$ cat config.mk
export PLATFORM = sky130hd
export DESIGN_NAME = arbp_ctrl
export DESIGN_NICKNAME = d
export VERILOG_FILES = /design/src/rtl/arbp_pkg.sv /design/src/rtl/arbp_ctrl.sv
export SDC_FILE = /design/constraint.sdc
export NUM_CORES = 1
export LEC_CHECK = 0
export ABC_AREA = 1
export BUFFER_PORTS_ARGS = -buffer_cell sky130_fd_sc_hd__buf_2
export CAP_MARGIN = 20
export CORE_AREA = 10 10 47 49
export CTS_CLUSTER_SIZE = 30
export DETAILED_ROUTE_END_ITERATION = 7
export DIE_AREA = 0 0 57 59
export GPL_TIMING_DRIVEN = 0
export MAX_ROUTING_LAYER = met4
export PLACE_DENSITY = 0.5
export SYNTH_ARGS = -nofsm -noshare
export SYNTH_HDL_FRONTEND = slang
export SYNTH_SLANG_ARGS = --single-unit
$ cat constraint.sdc
create_clock -name clock -period 1.2 [get_ports clock]
set_input_delay 0.24 -clock clock [delete_from_list [all_inputs] [get_ports clock]]
set_output_delay 0.24 -clock clock [all_outputs]
set_load 0.01 [all_outputs]
$ cat src/rtl/arbp_pkg.sv
// ----------------------------------------------------------------------------
// Audio ring buffer package
// Shared constants, result codes and the command and status structs that
// join the burst-pop controller to its datapath.
// ----------------------------------------------------------------------------
package arbp_pkg;

   // Ring geometry. The ring always keeps one slot empty.
   localparam int BUFFER_DEPTH = 1024;
   localparam int IDX_W        = $clog2(BUFFER_DEPTH);
   localparam int MAX_BURST    = 64;
   localparam int BURST_W      = 7;
   localparam int DATA_W       = 32;
   localparam int CMP_W        = (IDX_W > BURST_W) ? IDX_W : BURST_W;

   // Configuration space.
   localparam int                CSR_AW        = 3;
   localparam logic [CSR_AW-3:0] REG_SILENCE   = '0;
   localparam logic [DATA_W-1:0] SILENCE_RESET = 32'h00FF_00FF;

   // Request operations.
   localparam logic OP_PUSH = 1'b0;
   localparam logic OP_POP  = 1'b1;

   // Result kinds.
   localparam logic [1:0] KIND_STORED  = 2'd0;
   localparam logic [1:0] KIND_SILENCE = 2'd1;
   localparam logic [1:0] KIND_ACCEPT  = 2'd2;
   localparam logic [1:0] KIND_REFUSE  = 2'd3;

   // Source selection for the result register.
   typedef logic [1:0] src_type;
   localparam src_type SRC_STAT = 2'd0;
   localparam src_type SRC_SIL  = 2'd1;
   localparam src_type SRC_MEM  = 2'd2;

   // Commands from the controller to the datapath.
   typedef struct packed {
      logic    capture;   // request taken: latch its parameters
      logic    wr_en;     // store the pushed sample
      logic    rd_en;     // read the ring at the walking pointer
      logic    load;      // load the result register
      src_type src;       // what the result register is loaded from
      logic    adv_rd;    // commit the walking pointer to the read index
   } cmd_type;

   // Status from the datapath to the controller.
   typedef struct packed {
      logic op;           // operation of the request on the port
      logic full;         // ring holds depth minus one words
      logic underrun;     // fewer words stored than the saturated burst
      logic zero;         // saturated burst is zero
      logic out_free;     // result register can take a new result
      logic cnt_last;     // one word of the burst remains
   } sts_type;

endpackage

$ cat src/rtl/arbp_ctrl.sv
// ----------------------------------------------------------------------------
// Audio ring buffer controller
// State machine that sequences pushes, silence bursts and stored bursts.
// ----------------------------------------------------------------------------
module arbp_ctrl (
   input  logic              clock,
   input  logic              reset,
   input  logic              req_valid,
   output logic              req_ready,
   input  arbp_pkg::sts_type sts,
   output arbp_pkg::cmd_type cmd
);
   import arbp_pkg::*;

   localparam logic [2:0] S_IDLE = 3'd0;
   localparam logic [2:0] S_STAT = 3'd1;
   localparam logic [2:0] S_SIL  = 3'd2;
   localparam logic [2:0] S_RD   = 3'd3;
   localparam logic [2:0] S_LOAD = 3'd4;

   logic [2:0] state_ff;
   logic [2:0] state_in;
   logic       accept;

   assign req_ready = (state_ff == S_IDLE);
   assign accept    = req_valid && req_ready;

   // Next state and commands.
   always_comb begin
      state_in    = state_ff;
      cmd         = '0;
      cmd.src     = SRC_STAT;
      cmd.capture = accept;
      case (state_ff)
         S_IDLE: begin
            if (accept) begin
               if (sts.op == OP_PUSH) begin
                  cmd.wr_en = !sts.full;
                  state_in  = S_STAT;
               end else if (sts.zero) begin
                  state_in = S_IDLE;
               end else if (sts.underrun) begin
                  state_in = S_SIL;
               end else begin
                  state_in = S_RD;
               end
            end
         end
         S_STAT: begin
            if (sts.out_free) begin
               cmd.load = 1'b1;
               cmd.src  = SRC_STAT;
               state_in = S_IDLE;
            end
         end
         S_SIL: begin
            if (sts.out_free) begin
               cmd.load = 1'b1;
               cmd.src  = SRC_SIL;
               if (sts.cnt_last) begin
                  state_in = S_IDLE;
               end
            end
         end
         S_RD: begin
            cmd.rd_en = 1'b1;
            state_in  = S_LOAD;
         end
         S_LOAD: begin
            // Each word loaded but the last issues the read of the next one.
            if (sts.out_free) begin
               cmd.load = 1'b1;
               cmd.src  = SRC_MEM;
               if (sts.cnt_last) begin
                  cmd.adv_rd = 1'b1;
                  state_in   = S_IDLE;
               end else begin
                  cmd.rd_en = 1'b1;
               end
            end
         end
         default: begin
            state_in = S_IDLE;
         end
      endcase
   end

   // State register.
   always_ff @(posedge clock) begin
      if (reset) begin
         state_ff <= S_IDLE;
      end else begin
         state_ff <= state_in;
      end
   end

endmodule

; ---- After elaboration in Yosys (flattened, before gate mapping)
; Index checks and enable logic that the tools add are counted.
[op_classes]
add_sub_neg = 0
mul = 0
div_mod_pow = 0
order_cmp = 0
eq_ne = 8
shift = 0
n_mux = 19
bitwise = 0
n_reduce_logical = 5
[ops]
columns = op, n
row1 = 3-bit two-way mux, 8
row2 = 3-bit one-hot mux with 4 select lines, 1
row3 = 3-bit one-hot mux with 3 select lines, 1
row4 = 1-bit two-way mux, 7
row5 = "3-bit by 2-bit equality test with 1-bit output, second input constant", 2
row6 = "2-bit by 1-bit inequality test with 1-bit output, second input constant", 3
row7 = 5-bit two-way mux, 1
row8 = 4-bit AND reduction, 1
row9 = "3-bit by 1-bit equality test with 1-bit output, second input constant", 1
row10 = "3-bit equality test, second input constant", 1
row11 = 3-bit logical NOT, 1
row12 = "2-bit inequality test, second input constant", 1
row13 = 1-bit one-hot mux with 2 select lines, 1
row14 = 2-bit OR reduction, 1
row15 = 1-bit logical AND, 1
row16 = 1-bit logical NOT, 1
[word_totals]
ff_bits = 3
latchBits = 0
ramBits = 0
rom_bits = 0
output_inout_bits = 8
elab_cells = 33
mem_count = 0

; ---- Depth between registers and ports, before layout
[depth]
depth_word = 5
ltp_mapped = 8
mapped_depth_nobuf = 8

; ---- Worst setup path before layout
; Ideal clock, no wire load.
[synth_path]
kind = reg-to-output
from = register state_ff[1]
to = output cmd[5] (netlist bit)
t_arrival_ns = 0.952
setup_slack_ns = 0.008
stages_incl_launch_ff = 4
path_cell_list = dfxtp_1 > nor2_2 > nand2_1 > nor4_1
[synth_lines]
columns = item, line
row1 = "start, declared", arbp_ctrl.sv:21  ; logic [2:0] state_ff;
row2 = "start signal, assigned", arbp_ctrl.sv:93  ; state_ff <= state_in;
row3 = "end, declared", arbp_ctrl.sv:11  ; output arbp_pkg::cmd_type cmd

==> key figures <==
Detailed routing
  – Vias post-DR: 377
  – Final WL: 924 um
  – Routed Antenna Nets: 0
  – Routed wl met2: 606 um
  – DRC Markers: 0
  – DR iter-0 viols: 0
  – 1st-pass router iterations: 1
  – Met1 WL: 304 um
  – Routed WL per cell: 10.38 um
  – Vias per Instance: 4.236
  – Met3 wire length: 12 um
  – Uppermost layer routed: met3

GRT
  – Vias in the first global route: 390
  – Pin count of the biggest net entering global routing: 6
  – Antenna violations before repair: 0
  – Total GRT Usage: 5.317%
  – Overflow after GRT: 0
  – First-pass GRT wire length: 1.442 mm

Timing
  – Skew final: 2.278 ps
  – Tcrit/Tclk final: 117.0%
  – RSZ-0062 raised after global routing: true
  – Final setup fails: 8
  – Final Hold Slack: 255.8 ps
  – Final WS setup: -204.4 ps
  – Final Hold Vio Count: 0
  – Slew Limit Fails: 0
  – Worst slew margin: 85.67%
  – Fmax: 712.1 MHz
  – Period minus WS final: 1404 ps
  – Worst Max-Slew Pin Slew: 214.5 ps

Power and ir drop
  – Pint: 0.0006111 W
  – Seq pwr share: 18.0%
  – Sw Ratio: 44.56%
  – Leakage: 0.2822 nW
  – Worst vdd ir: 715.9 uV
  – Pwr dens: 2097 nW/um^2
  – Logic pwr share: 66.3%
  – Net Switching: 0.0004911 W
  – PnR Total Power: 0.001102 W
  – Clock power share: 15.7%

Logic synthesis
  – Xor/xnor cell area share of the yosys netlist: 0%
  – Mux share of post-synthesis cell area: 0%
  – Largest cells by area after synthesis: dfxtp_1 21%, nor2_1 16%, nand2_1 10%, inv_1 9.2%, nand3_1 8.7%
  – Post-synthesis simple-gate area fraction: 58.08%
  – Synth top area share: 20.96%
  – Main combinational cell family by area after synthesis: simple AND/OR/NAND/NOR gates
  – Number of synthesized register bits: 3
  – Cell taking the most area after synthesis: dfxtp_1
  – Syn Nets: 57
  – Seq/Total Area, Yosys: 20.96%
  – Adder-Cell Fraction of Synth Area: 0%
  – Share of the synthesized area in compound gates (AO/OA/AOI/OAI): 9.170%
  – Library cells used by synthesis: 16
  – Yosys Warn Count: 0
  – Post-Syn Instances: 48
  – Avg Inst Size Synth: 5.969 um^2
  – Synth Cell Area: 286.5 um^2

Setup path
  – Setup crit start: state_ff[1]
  – Data arrival time of the critical path: 1160 ps
  – CP Launch Type: register
  – Flop2flop setup slack: 30 ps
  – Reg-to-reg endpoint: state_ff[1]
  – R2r worst-path depth: 9
  – Reg2Reg Launch Point: state_ff[1]
  – Critical Path RT: 960 ps
  – WS Path Type: register to output port
  – Critical Path End: cmd[0]
  – Critical path peak fanout: 4
  – Crit path capture type: output port

CTS
  – CTS hold repair buffers: 0
  – Reg clk slew, reported paths: 40 ps
  – Root Buffer: clkbuf_4
  – Max H-tree Level: 1
  – Total CTS buffers: 3
  – TritonCTS clock tree: built
  – TritonCTS Sinks: 3
  – Later-pin clock latency in the skew report: 230 ps
  – Clock buffer depth: 2

Worst hold path
  – Worst Hold Class: primary input to register

Die
  – Cell Rows: 14
  – Initial Util: 20.45%
  – Die area: 3363 um^2
  – # IOs: 17
  – DIE WIDTH: 57 um
  – Die Ht: 59 um
  – Core Area: 1401 um^2

Placement
  – Hpwl dp: 707.5 um
  – GPL Wtd Cong: 0.7364
  – Port Buf Inserts: 16

Final layout
  – Final antenna diode count: 0
  – Max reg flops: 3
  – Final net count: 83
  – Most frequent cells in the layout: 15 x buf_2, 7 x nor2_1, 6 x inv_1, 6 x nand2_1
  – Largest regs: state_ff: 3 flops
  – Commonest non-fill, non-tap cell in the layout: buf_2
  – Fraction of layout cells with a size suffix above 1: 63.01%
  – Biggest register: state_ff
  – Area grow syn2layout: 83.41%

Status
  – Status: finished with violations
  – Violated checks: setup timing

Flow run
  – MaxCap Viol Count: 0
## worst min-delay path by stage
stage	from	end	slack (ps)	cells after the start
finish	reset	state_ff[1]	260	4
global route	reset	state_ff[2]	260	4
CTS	reset	state_ff[1]	250	4
detailed placement	reset	state_ff[1]	510	4
global placement	reset	state_ff[1]	510	4
floorplan	reset	state_ff[1]	410	3
## power groups by stage
stage          combinational (W)  sequential, W  clock (W)
6_report                0.000731       0.000198   0.000173
5_1_grt                 0.000795       0.000206   0.000198
4_1_cts                 0.000640       0.000207   0.000186
3_5_place_dp            0.000520       0.000178          0
3_3_place_gp            0.000514       0.000178          0
2_1_floorplan           0.000389       0.000169          0
## metal layers
layer | vias to the layer above | track usage [%]
li1 | 202 | -
met1 | 173 | 3.892
met2 | 2 | 11.16
met3 | 0 | 1.288
met4 | 0 | 3.020
met5 | - | -
## worst max-delay path, stage by stage (launching register included)
cell and delay (ps):
dfxtp_4 340, nor2_4 160, nand2_4 100, buf_6 120
nor2_2 80, buf_2 140
## through the flow
step,setup slack [ps],cells,area [um^2],util [%],setup TNS [ps]
global route,-252.8,89,525.5,37.50,-1685
finish,-204.4,89,525.5,37.50,-1181
detailed placement,-62.46,80,386.6,27.59,-154.5
CTS,-213.3,88,486.7,34.73,-1327
global placement,-26.97,80,386.6,27.59,-50.43
floorplan,8.202,48,286.5,-,0
## logic make-up after synthesis
family          Yosys count
compound gates            4
flops                     3
buf+inv                   8
simple gates             33
## cells in the mapped netlist
| cell | instances |
|---|---|
| dfxtp_1 | 3 |
| inv_1 | 7 |
| nor4_1 | 1 |
| nand3b_2 | 1 |
| nor3b_1 | 1 |
| a21oi_2 | 1 |
| nand2_1 | 8 |
| nor2_2 | 1 |
| o31ai_1 | 1 |
| buf_4 | 1 |
| nand2_2 | 2 |
| nand2_4 | 2 |
| o21ai_0 | 1 |
| nand3_1 | 5 |
| nor2_1 | 12 |
| a21oi_1 | 1 |
## area by class of cell
cell class | instances | area (um^2)
Multi-Input combinational cell | 37 | 244.0
Tap cell | 16 | 20.02
Timing Repair Buffer | 22 | 135.1
Sequential cell | 3 | 71.32
Clock buffer | 4 | 26.28
Inverter | 7 | 28.78
Fill cell | 163 | 875.8
## what timing repair did
action | CTS | global route
cloned | 0 | 0
pin swaps | 3 | 6
gates resized for setup | 13 | 10
buffers inserted | 4 | 2
setup endpoints to repair | 8 | 10
Power figures use the tool's default switching activity.
